--- config.mk ---
export PLATFORM = sky130hd
export DESIGN_NAME = linear_probe_hash_table
export DESIGN_NICKNAME = d
export VERILOG_FILES = /design/src/rtl/lpht_pkg.sv /design/src/rtl/linear_probe_hash_table.sv /design/src/rtl/lpht_front.sv /design/src/rtl/lpht_fifo.sv /design/src/rtl/lpht_back.sv
export SDC_FILE = /design/constraint.sdc
export NUM_CORES = 2
export LEC_CHECK = 0
export ABC_AREA = 1
export BUFFER_PORTS_ARGS = -buffer_cell sky130_fd_sc_hd__buf_2
export CAP_MARGIN = 20
export CORE_MARGIN = 2
export CORE_UTILIZATION = 65
export CTS_BUF_LIST = sky130_fd_sc_hd__clkbuf_2 sky130_fd_sc_hd__clkbuf_4 sky130_fd_sc_hd__clkbuf_8
export DETAILED_ROUTE_END_ITERATION = 10
export PLACE_DENSITY_LB_ADDON = 0.08
export SLEW_MARGIN = 20
export SYNTH_ARGS = -nofsm -noshare
export SYNTH_HDL_FRONTEND = slang
export SYNTH_MEMORY_MAX_BITS = 65536
export SYNTH_SLANG_ARGS = --single-unit
--- constraint.sdc ---
create_clock -name clk_i -period 9.7 [get_ports clk_i]
set_clock_uncertainty 0.15 [all_clocks]
set_input_delay 1.94 -clock clk_i [delete_from_list [all_inputs] [get_ports clk_i]]
set_output_delay 1.94 -clock clk_i [all_outputs]
set_load 0.01 [all_outputs]
--- src/rtl/lpht_pkg.sv ---
// Shared types and constants for the linear probing hash table.
package lpht_pkg;

  localparam int OpW       = 2;
  localparam int KeyPortW  = 32;
  localparam int ValPortW  = 32;
  localparam int SlotOutW  = 6;
  localparam int CountOutW = 7;
  localparam int InTdataW  = 72;
  localparam int OutTdataW = 48;

  typedef enum logic [1:0] {
    OP_FIND   = 2'd0,
    OP_INSERT = 2'd1,
    OP_REMOVE = 2'd2,
    OP_CLEAR  = 2'd3
  } op_e;

  typedef enum logic [1:0] {
    ST_OK      = 2'd0,
    ST_ABSENT  = 2'd1,
    ST_UPDATED = 2'd2,
    ST_FULL    = 2'd3
  } status_e;

  typedef enum logic [1:0] {
    BK_IDLE  = 2'd0,
    BK_ISSUE = 2'd1,
    BK_CHECK = 2'd2,
    BK_DONE  = 2'd3
  } bk_state_e;

  typedef struct packed {
    status_e                status;
    logic [ValPortW-1:0]    value_out;
    logic [SlotOutW-1:0]    slot_index;
    logic [CountOutW-1:0]   entry_count;
  } result_t;

endpackage

--- src/rtl/linear_probe_hash_table.sv ---
// Linear probing key/value table: a find, insert or remove probes slots in turn, where
// one slot is probed per cycle through the key and value memory read port, and a clear
// skips the probe; for a table size that is not a power of two the front end reduces
// the key to its home slot four key bits at a time, overlapped with the previous item
// through a two-entry queue.
module linear_probe_hash_table #(
  parameter int TABLE_SIZE = 64,
  parameter int KEY_BITS   = 32,
  parameter int VALUE_BITS = 32
) (
  input  logic                           clk_i,
  input  logic                           rst_ni,
  input  logic                           s_axis_tvalid,
  output logic                           s_axis_tready,
  // Fields from bit 0: opcode[1:0], key[33:2], value[65:34], zero fill.
  input  logic [lpht_pkg::InTdataW-1:0]  s_axis_tdata,
  output logic                           m_axis_tvalid,
  input  logic                           m_axis_tready,
  // Fields from bit 0: status[1:0], value_out[33:2], slot_index[39:34],
  // entry_count[46:40], zero fill.
  output logic [lpht_pkg::OutTdataW-1:0] m_axis_tdata
);
  import lpht_pkg::*;

  localparam int IDXW   = $clog2(TABLE_SIZE);
  localparam int ITEM_W = IDXW + VALUE_BITS + KEY_BITS + OpW;

  logic              fr_valid, fr_ready, bk_valid, bk_ready;
  logic [ITEM_W-1:0] fr_item, bk_item;
  result_t           res;

  lpht_front #(
    .TABLE_SIZE(TABLE_SIZE), .KEY_BITS(KEY_BITS), .VALUE_BITS(VALUE_BITS),
    .IDXW(IDXW), .ITEM_W(ITEM_W)
  ) u_front (
    .clk_i       (clk_i),
    .rst_ni      (rst_ni),
    .in_valid_i  (s_axis_tvalid),
    .in_ready_o  (s_axis_tready),
    .opcode_i    (s_axis_tdata[1:0]),
    .key_i       (s_axis_tdata[33:2]),
    .value_i     (s_axis_tdata[65:34]),
    .out_valid_o (fr_valid),
    .out_ready_i (fr_ready),
    .item_o      (fr_item)
  );

  lpht_fifo #(.WIDTH(ITEM_W), .DEPTH(2)) u_fifo (
    .clk_i        (clk_i),
    .rst_ni       (rst_ni),
    .push_valid_i (fr_valid),
    .push_ready_o (fr_ready),
    .push_data_i  (fr_item),
    .pop_valid_o  (bk_valid),
    .pop_ready_i  (bk_ready),
    .pop_data_o   (bk_item)
  );

  lpht_back #(
    .TABLE_SIZE(TABLE_SIZE), .KEY_BITS(KEY_BITS), .VALUE_BITS(VALUE_BITS),
    .IDXW(IDXW), .ITEM_W(ITEM_W)
  ) u_back (
    .clk_i        (clk_i),
    .rst_ni       (rst_ni),
    .item_valid_i (bk_valid),
    .item_ready_o (bk_ready),
    .item_i       (bk_item),
    .res_valid_o  (m_axis_tvalid),
    .res_ready_i  (m_axis_tready),
    .res_o        (res)
  );

  assign m_axis_tdata = {1'b0, res.entry_count, res.slot_index, res.value_out, res.status};

`ifndef NO_ASSERTIONS
  a_full_no_slot: assert property (@(posedge clk_i) disable iff (!rst_ni)
    (m_axis_tvalid && res.status == ST_FULL) |-> (res.slot_index == '0 && res.value_out == '0))
    else $error("full result carries a slot or value");

  a_absent_no_data: assert property (@(posedge clk_i) disable iff (!rst_ni)
    (m_axis_tvalid && res.status == ST_ABSENT) |-> (res.slot_index == '0 && res.value_out == '0))
    else $error("absent result carries a slot or value");

  a_queue_handoff: assert property (@(posedge clk_i) disable iff (!rst_ni)
    (fr_valid && !fr_ready) |=> fr_valid)
    else $error("front end dropped an item while the queue was full");
`endif

endmodule

--- src/rtl/lpht_front.sv ---
// Front end: takes a beat, works out the home slot and hands the item on.
module lpht_front #(
  parameter int TABLE_SIZE = 64,
  parameter int KEY_BITS   = 32,
  parameter int VALUE_BITS = 32,
  parameter int IDXW       = 6,
  parameter int ITEM_W     = 72
) (
  input  logic                          clk_i,
  input  logic                          rst_ni,
  input  logic                          in_valid_i,
  output logic                          in_ready_o,
  input  logic [lpht_pkg::OpW-1:0]      opcode_i,
  input  logic [lpht_pkg::KeyPortW-1:0] key_i,
  input  logic [lpht_pkg::ValPortW-1:0] value_i,
  output logic                          out_valid_o,
  input  logic                          out_ready_i,
  output logic [ITEM_W-1:0]             item_o
);
  import lpht_pkg::*;

  localparam bit Pow2  = ((TABLE_SIZE & (TABLE_SIZE - 1)) == 0);
  localparam int Steps = (KEY_BITS + 3) / 4;
  localparam int KeyP  = Steps * 4;
  localparam int StepW = $clog2(Steps + 1);
  localparam logic [IDXW:0] SizeW = (IDXW + 1)'(TABLE_SIZE);

  logic                  busy_q, out_valid_q;
  logic [StepW-1:0]      step_q;
  logic [IDXW-1:0]       rem_q, home_q;
  logic [KeyP-1:0]       sh_q;
  logic [OpW-1:0]        op_q;
  logic [KEY_BITS-1:0]   key_q, key_m;
  logic [VALUE_BITS-1:0] val_q;
  logic [IDXW:0]         r;
  logic                  accept;

  assign key_m      = KEY_BITS'(key_i);
  assign in_ready_o = !busy_q && !out_valid_q;
  assign accept     = in_valid_i && in_ready_o;

  // Remainder by the table size, four key bits per cycle, most significant first.
  always_comb begin
    r = {1'b0, rem_q};
    for (int b = 3; b >= 0; b--) begin
      r = {r[IDXW-1:0], sh_q[KeyP-4+b]};
      if (r >= SizeW) begin
        r = r - SizeW;
      end
    end
  end

  always_ff @(posedge clk_i or negedge rst_ni) begin
    if (!rst_ni) begin
      busy_q      <= 1'b0;
      out_valid_q <= 1'b0;
      step_q      <= '0;
    end else begin
      if (accept) begin
        if (Pow2) begin
          out_valid_q <= 1'b1;
        end else begin
          busy_q <= 1'b1;
          step_q <= '0;
        end
      end else if (busy_q) begin
        step_q <= step_q + 1'b1;
        if (step_q == StepW'(Steps - 1)) begin
          busy_q      <= 1'b0;
          out_valid_q <= 1'b1;
        end
      end else if (out_valid_q && out_ready_i) begin
        out_valid_q <= 1'b0;
      end
    end
  end

  always_ff @(posedge clk_i) begin
    if (accept) begin
      op_q  <= opcode_i;
      key_q <= key_m;
      val_q <= VALUE_BITS'(value_i);
      rem_q <= '0;
      sh_q  <= KeyP'(key_m);
      if (Pow2) begin
        home_q <= IDXW'(key_m);
      end
    end else if (busy_q) begin
      rem_q <= r[IDXW-1:0];
      sh_q  <= sh_q << 4;
      if (step_q == StepW'(Steps - 1)) begin
        home_q <= r[IDXW-1:0];
      end
    end
  end

  assign out_valid_o = out_valid_q;
  assign item_o      = {home_q, val_q, key_q, op_q};

endmodule

--- src/rtl/lpht_fifo.sv ---
// Small queue between the front end and the probe engine.
module lpht_fifo #(
  parameter int WIDTH = 8,
  parameter int DEPTH = 2
) (
  input  logic             clk_i,
  input  logic             rst_ni,
  input  logic             push_valid_i,
  output logic             push_ready_o,
  input  logic [WIDTH-1:0] push_data_i,
  output logic             pop_valid_o,
  input  logic             pop_ready_i,
  output logic [WIDTH-1:0] pop_data_o
);
  localparam int PtrW = (DEPTH > 1) ? $clog2(DEPTH) : 1;
  localparam int CntW = $clog2(DEPTH + 1);

  logic [WIDTH-1:0] mem_q [DEPTH];
  logic [PtrW-1:0]  wr_q, rd_q;
  logic [CntW-1:0]  cnt_q;
  logic             push, pop;

  assign push_ready_o = (cnt_q != CntW'(DEPTH));
  assign pop_valid_o  = (cnt_q != '0);
  assign push         = push_valid_i && push_ready_o;
  assign pop          = pop_valid_o && pop_ready_i;
  assign pop_data_o   = mem_q[rd_q];

  always_ff @(posedge clk_i or negedge rst_ni) begin
    if (!rst_ni) begin
      wr_q  <= '0;
      rd_q  <= '0;
      cnt_q <= '0;
    end else begin
      if (push) begin
        wr_q <= (wr_q == PtrW'(DEPTH - 1)) ? '0 : wr_q + 1'b1;
      end
      if (pop) begin
        rd_q <= (rd_q == PtrW'(DEPTH - 1)) ? '0 : rd_q + 1'b1;
      end
      if (push && !pop) begin
        cnt_q <= cnt_q + 1'b1;
      end else if (pop && !push) begin
        cnt_q <= cnt_q - 1'b1;
      end
    end
  end

  always_ff @(posedge clk_i) begin
    if (push) begin
      mem_q[wr_q] <= push_data_i;
    end
  end

endmodule

--- src/rtl/lpht_back.sv ---
// Probe engine: walks the slots, updates the table and registers the result.
module lpht_back #(
  parameter int TABLE_SIZE = 64,
  parameter int KEY_BITS   = 32,
  parameter int VALUE_BITS = 32,
  parameter int IDXW       = 6,
  parameter int ITEM_W     = 72
) (
  input  logic                  clk_i,
  input  logic                  rst_ni,
  input  logic                  item_valid_i,
  output logic                  item_ready_o,
  input  logic [ITEM_W-1:0]     item_i,
  output logic                  res_valid_o,
  input  logic                  res_ready_i,
  output lpht_pkg::result_t     res_o
);
  import lpht_pkg::*;

  localparam int CntW = $clog2(TABLE_SIZE + 1);

  bk_state_e state_q, state_d;

  logic [KEY_BITS-1:0]   key_mem [TABLE_SIZE];
  logic [VALUE_BITS-1:0] val_mem [TABLE_SIZE];

  logic [TABLE_SIZE-1:0] present_q, tomb_q;
  logic [CntW-1:0]       live_q, nprobe_q;
  op_e                   op_q;
  logic [KEY_BITS-1:0]   key_q, rd_key_q;
  logic [VALUE_BITS-1:0] val_q, rd_val_q;
  logic [IDXW-1:0]       pos_q, chk_pos_q, free_q, hit_pos_q;
  logic                  have_free_q, hit_q;
  result_t               res_q;
  logic                  res_valid_q;

  // Item fields.
  logic [1:0]            in_op;
  logic [KEY_BITS-1:0]   in_key;
  logic [VALUE_BITS-1:0] in_val;
  logic [IDXW-1:0]       in_home;
  assign {in_home, in_val, in_key, in_op} = item_i;

  // Per-probe decisions.
  logic pres, tomb, match, is_empty, stop, have_free_d;
  logic [IDXW-1:0] free_d, pos_next;
  logic out_free;

  // Completion actions.
  logic                  key_we, val_we;
  logic [IDXW-1:0]       val_wa;
  logic [TABLE_SIZE-1:0] present_d, tomb_d;
  logic [CntW-1:0]       live_d;
  result_t               res_d;

  assign pres     = present_q[chk_pos_q];
  assign tomb     = tomb_q[chk_pos_q];
  assign match    = pres && (rd_key_q == key_q);
  assign is_empty = !pres && !tomb;
  assign stop     = is_empty || match || (nprobe_q == CntW'(TABLE_SIZE));
  assign pos_next = (pos_q == IDXW'(TABLE_SIZE - 1)) ? '0 : pos_q + 1'b1;
  assign out_free = !res_valid_q || res_ready_i;

  always_comb begin
    have_free_d = have_free_q;
    free_d      = free_q;
    if (op_q == OP_INSERT && !pres && !have_free_q) begin
      have_free_d = 1'b1;
      free_d      = chk_pos_q;
    end
  end

  always_comb begin
    state_d = state_q;
    case (state_q)
      BK_IDLE: begin
        if (item_valid_i) begin
          state_d = (op_e'(in_op) == OP_CLEAR) ? BK_DONE : BK_ISSUE;
        end
      end
      BK_ISSUE: state_d = BK_CHECK;
      BK_CHECK: begin
        if (stop) begin
          state_d = BK_DONE;
        end
      end
      BK_DONE: begin
        if (out_free) begin
          state_d = BK_IDLE;
        end
      end
      default: state_d = BK_IDLE;
    endcase
  end

  always_comb begin
    key_we    = 1'b0;
    val_we    = 1'b0;
    val_wa    = free_q;
    present_d = present_q;
    tomb_d    = tomb_q;
    live_d    = live_q;
    res_d     = '{status: ST_OK, value_out: '0, slot_index: '0, entry_count: '0};
    if (state_q == BK_DONE) begin
      case (op_q)
        OP_FIND: begin
          if (hit_q) begin
            res_d.value_out  = ValPortW'(rd_val_q);
            res_d.slot_index = SlotOutW'(hit_pos_q);
          end else begin
            res_d.status = ST_ABSENT;
          end
        end
        OP_INSERT: begin
          if (hit_q) begin
            res_d.status = ST_UPDATED;
            val_we       = 1'b1;
            if (have_free_q) begin
              // Pull the entry forward into the earlier tombstone.
              key_we             = 1'b1;
              present_d[free_q]  = 1'b1;
              tomb_d[free_q]     = 1'b0;
              present_d[hit_pos_q] = 1'b0;
              tomb_d[hit_pos_q]    = 1'b1;
              res_d.slot_index   = SlotOutW'(free_q);
            end else begin
              val_wa           = hit_pos_q;
              res_d.slot_index = SlotOutW'(hit_pos_q);
            end
          end else if (have_free_q) begin
            key_we            = 1'b1;
            val_we            = 1'b1;
            present_d[free_q] = 1'b1;
            tomb_d[free_q]    = 1'b0;
            live_d            = live_q + 1'b1;
            res_d.slot_index  = SlotOutW'(free_q);
          end else begin
            res_d.status = ST_FULL;
          end
        end
        OP_REMOVE: begin
          if (hit_q) begin
            present_d[hit_pos_q] = 1'b0;
            tomb_d[hit_pos_q]    = 1'b1;
            live_d               = live_q - 1'b1;
          end else begin
            res_d.status = ST_ABSENT;
          end
        end
        OP_CLEAR: begin
          present_d = '0;
          tomb_d    = '0;
          live_d    = '0;
        end
        default: res_d.status = ST_OK;
      endcase
    end
    res_d.entry_count = CountOutW'(live_d);
  end

  always_ff @(posedge clk_i or negedge rst_ni) begin
    if (!rst_ni) begin
      state_q     <= BK_IDLE;
      present_q   <= '0;
      tomb_q      <= '0;
      live_q      <= '0;
      res_valid_q <= 1'b0;
    end else begin
      state_q <= state_d;
      if (res_valid_q && res_ready_i) begin
        res_valid_q <= 1'b0;
      end
      if (state_q == BK_DONE && out_free) begin
        present_q   <= present_d;
        tomb_q      <= tomb_d;
        live_q      <= live_d;
        res_valid_q <= 1'b1;
      end
    end
  end

  always_ff @(posedge clk_i) begin
    case (state_q)
      BK_IDLE: begin
        op_q        <= op_e'(in_op);
        key_q       <= in_key;
        val_q       <= in_val;
        pos_q       <= in_home;
        nprobe_q    <= '0;
        have_free_q <= 1'b0;
        free_q      <= '0;
        hit_q       <= 1'b0;
      end
      BK_ISSUE: begin
        rd_key_q  <= key_mem[pos_q];
        rd_val_q  <= val_mem[pos_q];
        chk_pos_q <= pos_q;
        pos_q     <= pos_next;
        nprobe_q  <= nprobe_q + 1'b1;
      end
      BK_CHECK: begin
        have_free_q <= have_free_d;
        free_q      <= free_d;
        if (stop) begin
          hit_q     <= match;
          hit_pos_q <= chk_pos_q;
        end else begin
          rd_key_q  <= key_mem[pos_q];
          rd_val_q  <= val_mem[pos_q];
          chk_pos_q <= pos_q;
          pos_q     <= pos_next;
          nprobe_q  <= nprobe_q + 1'b1;
        end
      end
      BK_DONE: begin
        if (out_free) begin
          res_q <= res_d;
          if (key_we) begin
            key_mem[free_q] <= key_q;
          end
          if (val_we) begin
            val_mem[val_wa] <= val_q;
          end
        end
      end
      default: ;
    endcase
  end

  assign item_ready_o = (state_q == BK_IDLE);
  assign res_valid_o  = res_valid_q;
  assign res_o        = res_q;

endmodule
==> summary.md <==
| Metric | Value |
|---|---|
| Crit path capture type | flop |
| Via count | 125000 |
| Fin util | between 70 and 80% |
| Initial Utilization | between 60 and 70% |
| Cells after Synth | 14400 |
| 1st-pass router iterations | 7 |
| Core Area | ~0.28 sq mm |
| Dpl cells | around 18000 |
| Post-DRT Antenna Nets | 0 |
| Initial DRC Count | ~18000 |
| Power density over the cells | ~320 mW/mm^2 |
| CTS root buf | clkbuf_8 |
| Most used DFF post-synth | edfxtp_1 |
| Total detailed-routing wirelength | 531 mm |
| Commonest cells in the netlist | edfxtp_1 (4554), nor2_1 (2950), o21ai_0 (2676) |
| Setup violators final | 0 |
| Clock buffer depth | 4 |
| Hold violation total from the final report | 0 |
| Worst Path Arrival | approximately 6.2 ns |
| Worst-path clk slew | ~0.060 ns |
| Max-slew violations | 0 |
| Async S/R FF share, synth | about 3.1% |
| Share of cells above drive strength 1 | between 10% and 20% |
| Hold-fix buffers at CTS | 0 |
| Synth Register Bits | 4710 |
| RSZ-0062 raised after global routing | no |
| RD Place Congestion | around 0.9 |
| Synth Cell Area | roughly 0.19 sq mm |
| Mapped Avg Cell Area | around 13 sq um |
| Die X-Extent | between 500 and 600 um |
| Non-filler cells, final | about 19000 |
| Normalized max-slew margin | about 15% |
| Total track usage | between 30% and 40% |
| # IOs | 126 |
| VDD IR max | about 0.33 mV |
| Worst skew pair latency | between 1 and 1.5 ns |
| Worst slew pin tran | approximately 1.3 ns |
| Setup Fix Bufs, Post-CTS | 0 |
| Remaining DRCs | 0 |
| CTS H-Tree Depth | 6 |
| Tmin final | about 5.5 ns |
| Maximum number of pins on one net before global-route repair | between 200 and 250 |
| Yosys cell types | between 40 and 50 |
| Ranking of synthesized cells by area | edfxtp_1 (74%), o21ai_0 (7.2%), nor2_1 (6.0%) |
| Crit share post-route | 56.4% |
| Setup crit start kind | flop |
| Hold_ws | 0.268 ns |
| CTS Buf Count | around 720 |
| CP max FO | 67 |
| CTS tree | yes |
| EDFF count, synth | between 4000 and 5000 |
| Cell type with the largest total area after synthesis | edfxtp_1 |
| Crit Path Category | flop to flop |
| Std-Cell Rows | just under 200 |
| Area fraction of the dominant cell type after synthesis | about 74% |
| Post-CTS Resized | 0 |
| Post-Syn Nets | around 14000 |
| Worst setup margin | about 4.2 ns |
| Full die area | roughly 0.29 sq mm |
| Leak pwr | roughly 0.067 uW |
| Most frequent cell after synthesis | edfxtp_1 |
| Synth warn | 0 |
| CP required | between 10 and 15 ns |
| Final #Nets | 14600 |
| Post-DP HPWL | approximately 280 mm |
| Max Clock Freq | 0.183 GHz |
| Grt total ovfl | 0 |
| Hold/Removal Path Class | flop to flop |
| IO Port Bufs | about 120 |
| DR vias/cell | 6.64 |
| Initial antenna violation count | 25 |
| Area delta synth->final | 9.97% |
| First-pass GRT wire length | between 700 and 800 mm |
| Setup TNS | 0 ns |
| Max-cap violations | 0 |
| Sequential fraction of the synthesis area | 75.6% |
| Post-Place Worst Slack | just over 4 ns |
| Outcome | finished clean |
| Die height | approximately 540 um |
| Routed len/inst | ~28 um |
| Clock Sinks | 4710 |
| Number of global-route vias before repair | ~120k |
kinds of logic after synthesis:
| group | share of synthesized area (%) |
|---|---|
| flip-flops | 75.6 |
| AO/OA/AOI/OAI | 13.2 |
| AND/OR/NAND/NOR | 8.13 |
| buffers and inverters | 2.85 |
| XOR/XNOR | 0.155 |
| adder cells (fa/ha/maj) | 0.0673 |
| other | 0.00202 |
worst paths after layout:
check / startpoint / endpoint / slack (ns) / cells past startpoint
worst max-delay path: u_back.chk_pos_q[0]$_DFFE_PP_ / u_back.rd_key_q[15]$_DFFE_PP_ / 4.23 / 18
worst min-delay path: u_front.key_q[9]$_DFFE_PP_ / u_fifo.mem_q[1][11]$_DFFE_PP_ / 0.27 / 0
worst max register to register: u_back.chk_pos_q[0]$_DFFE_PP_ / u_back.rd_key_q[15]$_DFFE_PP_ / 4.23 / 18
worst min register to register: u_front.key_q[9]$_DFFE_PP_ / u_fifo.mem_q[1][11]$_DFFE_PP_ / 0.27 / 0
max in group asynchronous: rst_ni / u_back.present_q[41]$_DFFE_PN0P_ / 7.20 / 2
min in group asynchronous: rst_ni / u_front.step_q[1]$_DFFE_PN0P_ / 0.53 / 1
report_power, final:
part / internal [uW] / leakage [uW] / total [uW] / switching (uW)
logic: 5230 / 0.0159 / 23400 / 18200
clock network: 8190 / 0.00730 / 15800 / 7630
registers: 26200 / 0.0433 / 26800 / 604
total: 39600 / 0.0665 / 66000 / 26400
metrics by stage:
| step | area (sq um) | total power [uW] |
|---|---|---|
| 3_5_place_dp | 191000 | 50000 |
| 5_1_grt | 204000 | 68400 |
| 2_1_floorplan | 186000 | 40600 |
| 3_3_place_gp | 191000 | 49100 |
| 4_1_cts | 204000 | 65500 |
| 6_report | 204000 | 66000 |
state kept, by name, indices dropped and copies added, names as in the netlist, 7 cells and up, named ones only:
register and count:
u_back.live_q 7, u_fifo.mem_q 144, u_back.val_q 32, u_front.sh_q 32
u_back.tomb_q 64, u_front.key_q 32, u_back.key_mem 2048, u_back.key_q 32
u_back.res_o 47, u_front.val_q 32, u_back.rd_val_q 32, u_back.rd_key_q 32
u_back.present_q 64, u_back.nprobe_q 7, u_back.val_mem 2048
worst max-delay path, cell delays in order (launching register included):
cell and delay (ns):
edfxtp_1 0.34, buf_4 0.61, inv_2 0.53, buf_4 0.42, nand2_1 0.11, nand3_1 0.07, nand3_1 0.15, nand2_1 0.07
nand2_1 0.05, nand3_1 0.14, nand3_1 0.10, nand2_1 0.18, nand2_1 0.16, nand3_1 0.11, nand2_2 0.16, inv_1 0.23
nor2_4 0.13, buf_4 0.56, buf_4 0.62
layout make-up:
type,count,area [sq um]
Clock inverter,300,1770
Timing Repair Buffer,454,3450
Tap cell,3762,4710
Clock buffer,982,12000
Multi-Input combinational cell,8380,40900
Antenna cell,13,32.5
Sequential cell,4710,141000
Inverter,246,966
Fill cell,18700,80300
placed cells by master (no fill, tap or decap), drive strengths merged, types with 12 or more instances in the layout:
cell type	count
buf	454
clkinv	255
nand2	700
dfrtp	148
xor2	12
o22ai	1251
a21oi	175
xnor2	21
o32ai	56
clkbuf	982
inv	279
o21ai	2755
nor3	105
edfxtp	4554
diode	13
o211ai	70
nor2	2955
a32o	65
nand3	142
a31oi	16
metal layers:
| layer | part of all wire [%] | global-route usage, % | up-vias |
|---|---|---|---|
| li1 | - | - | 53700 |
| met1 | 36 | 46.8 | 61900 |
| met5 | 0.019 | 0 | - |
| met3 | 11 | 6.90 | 1464 |
| met4 | 6.4 | 21.5 | 14 |
| met2 | 46 | 56.4 | 8051 |
Power figures use the tool's default switching activity.
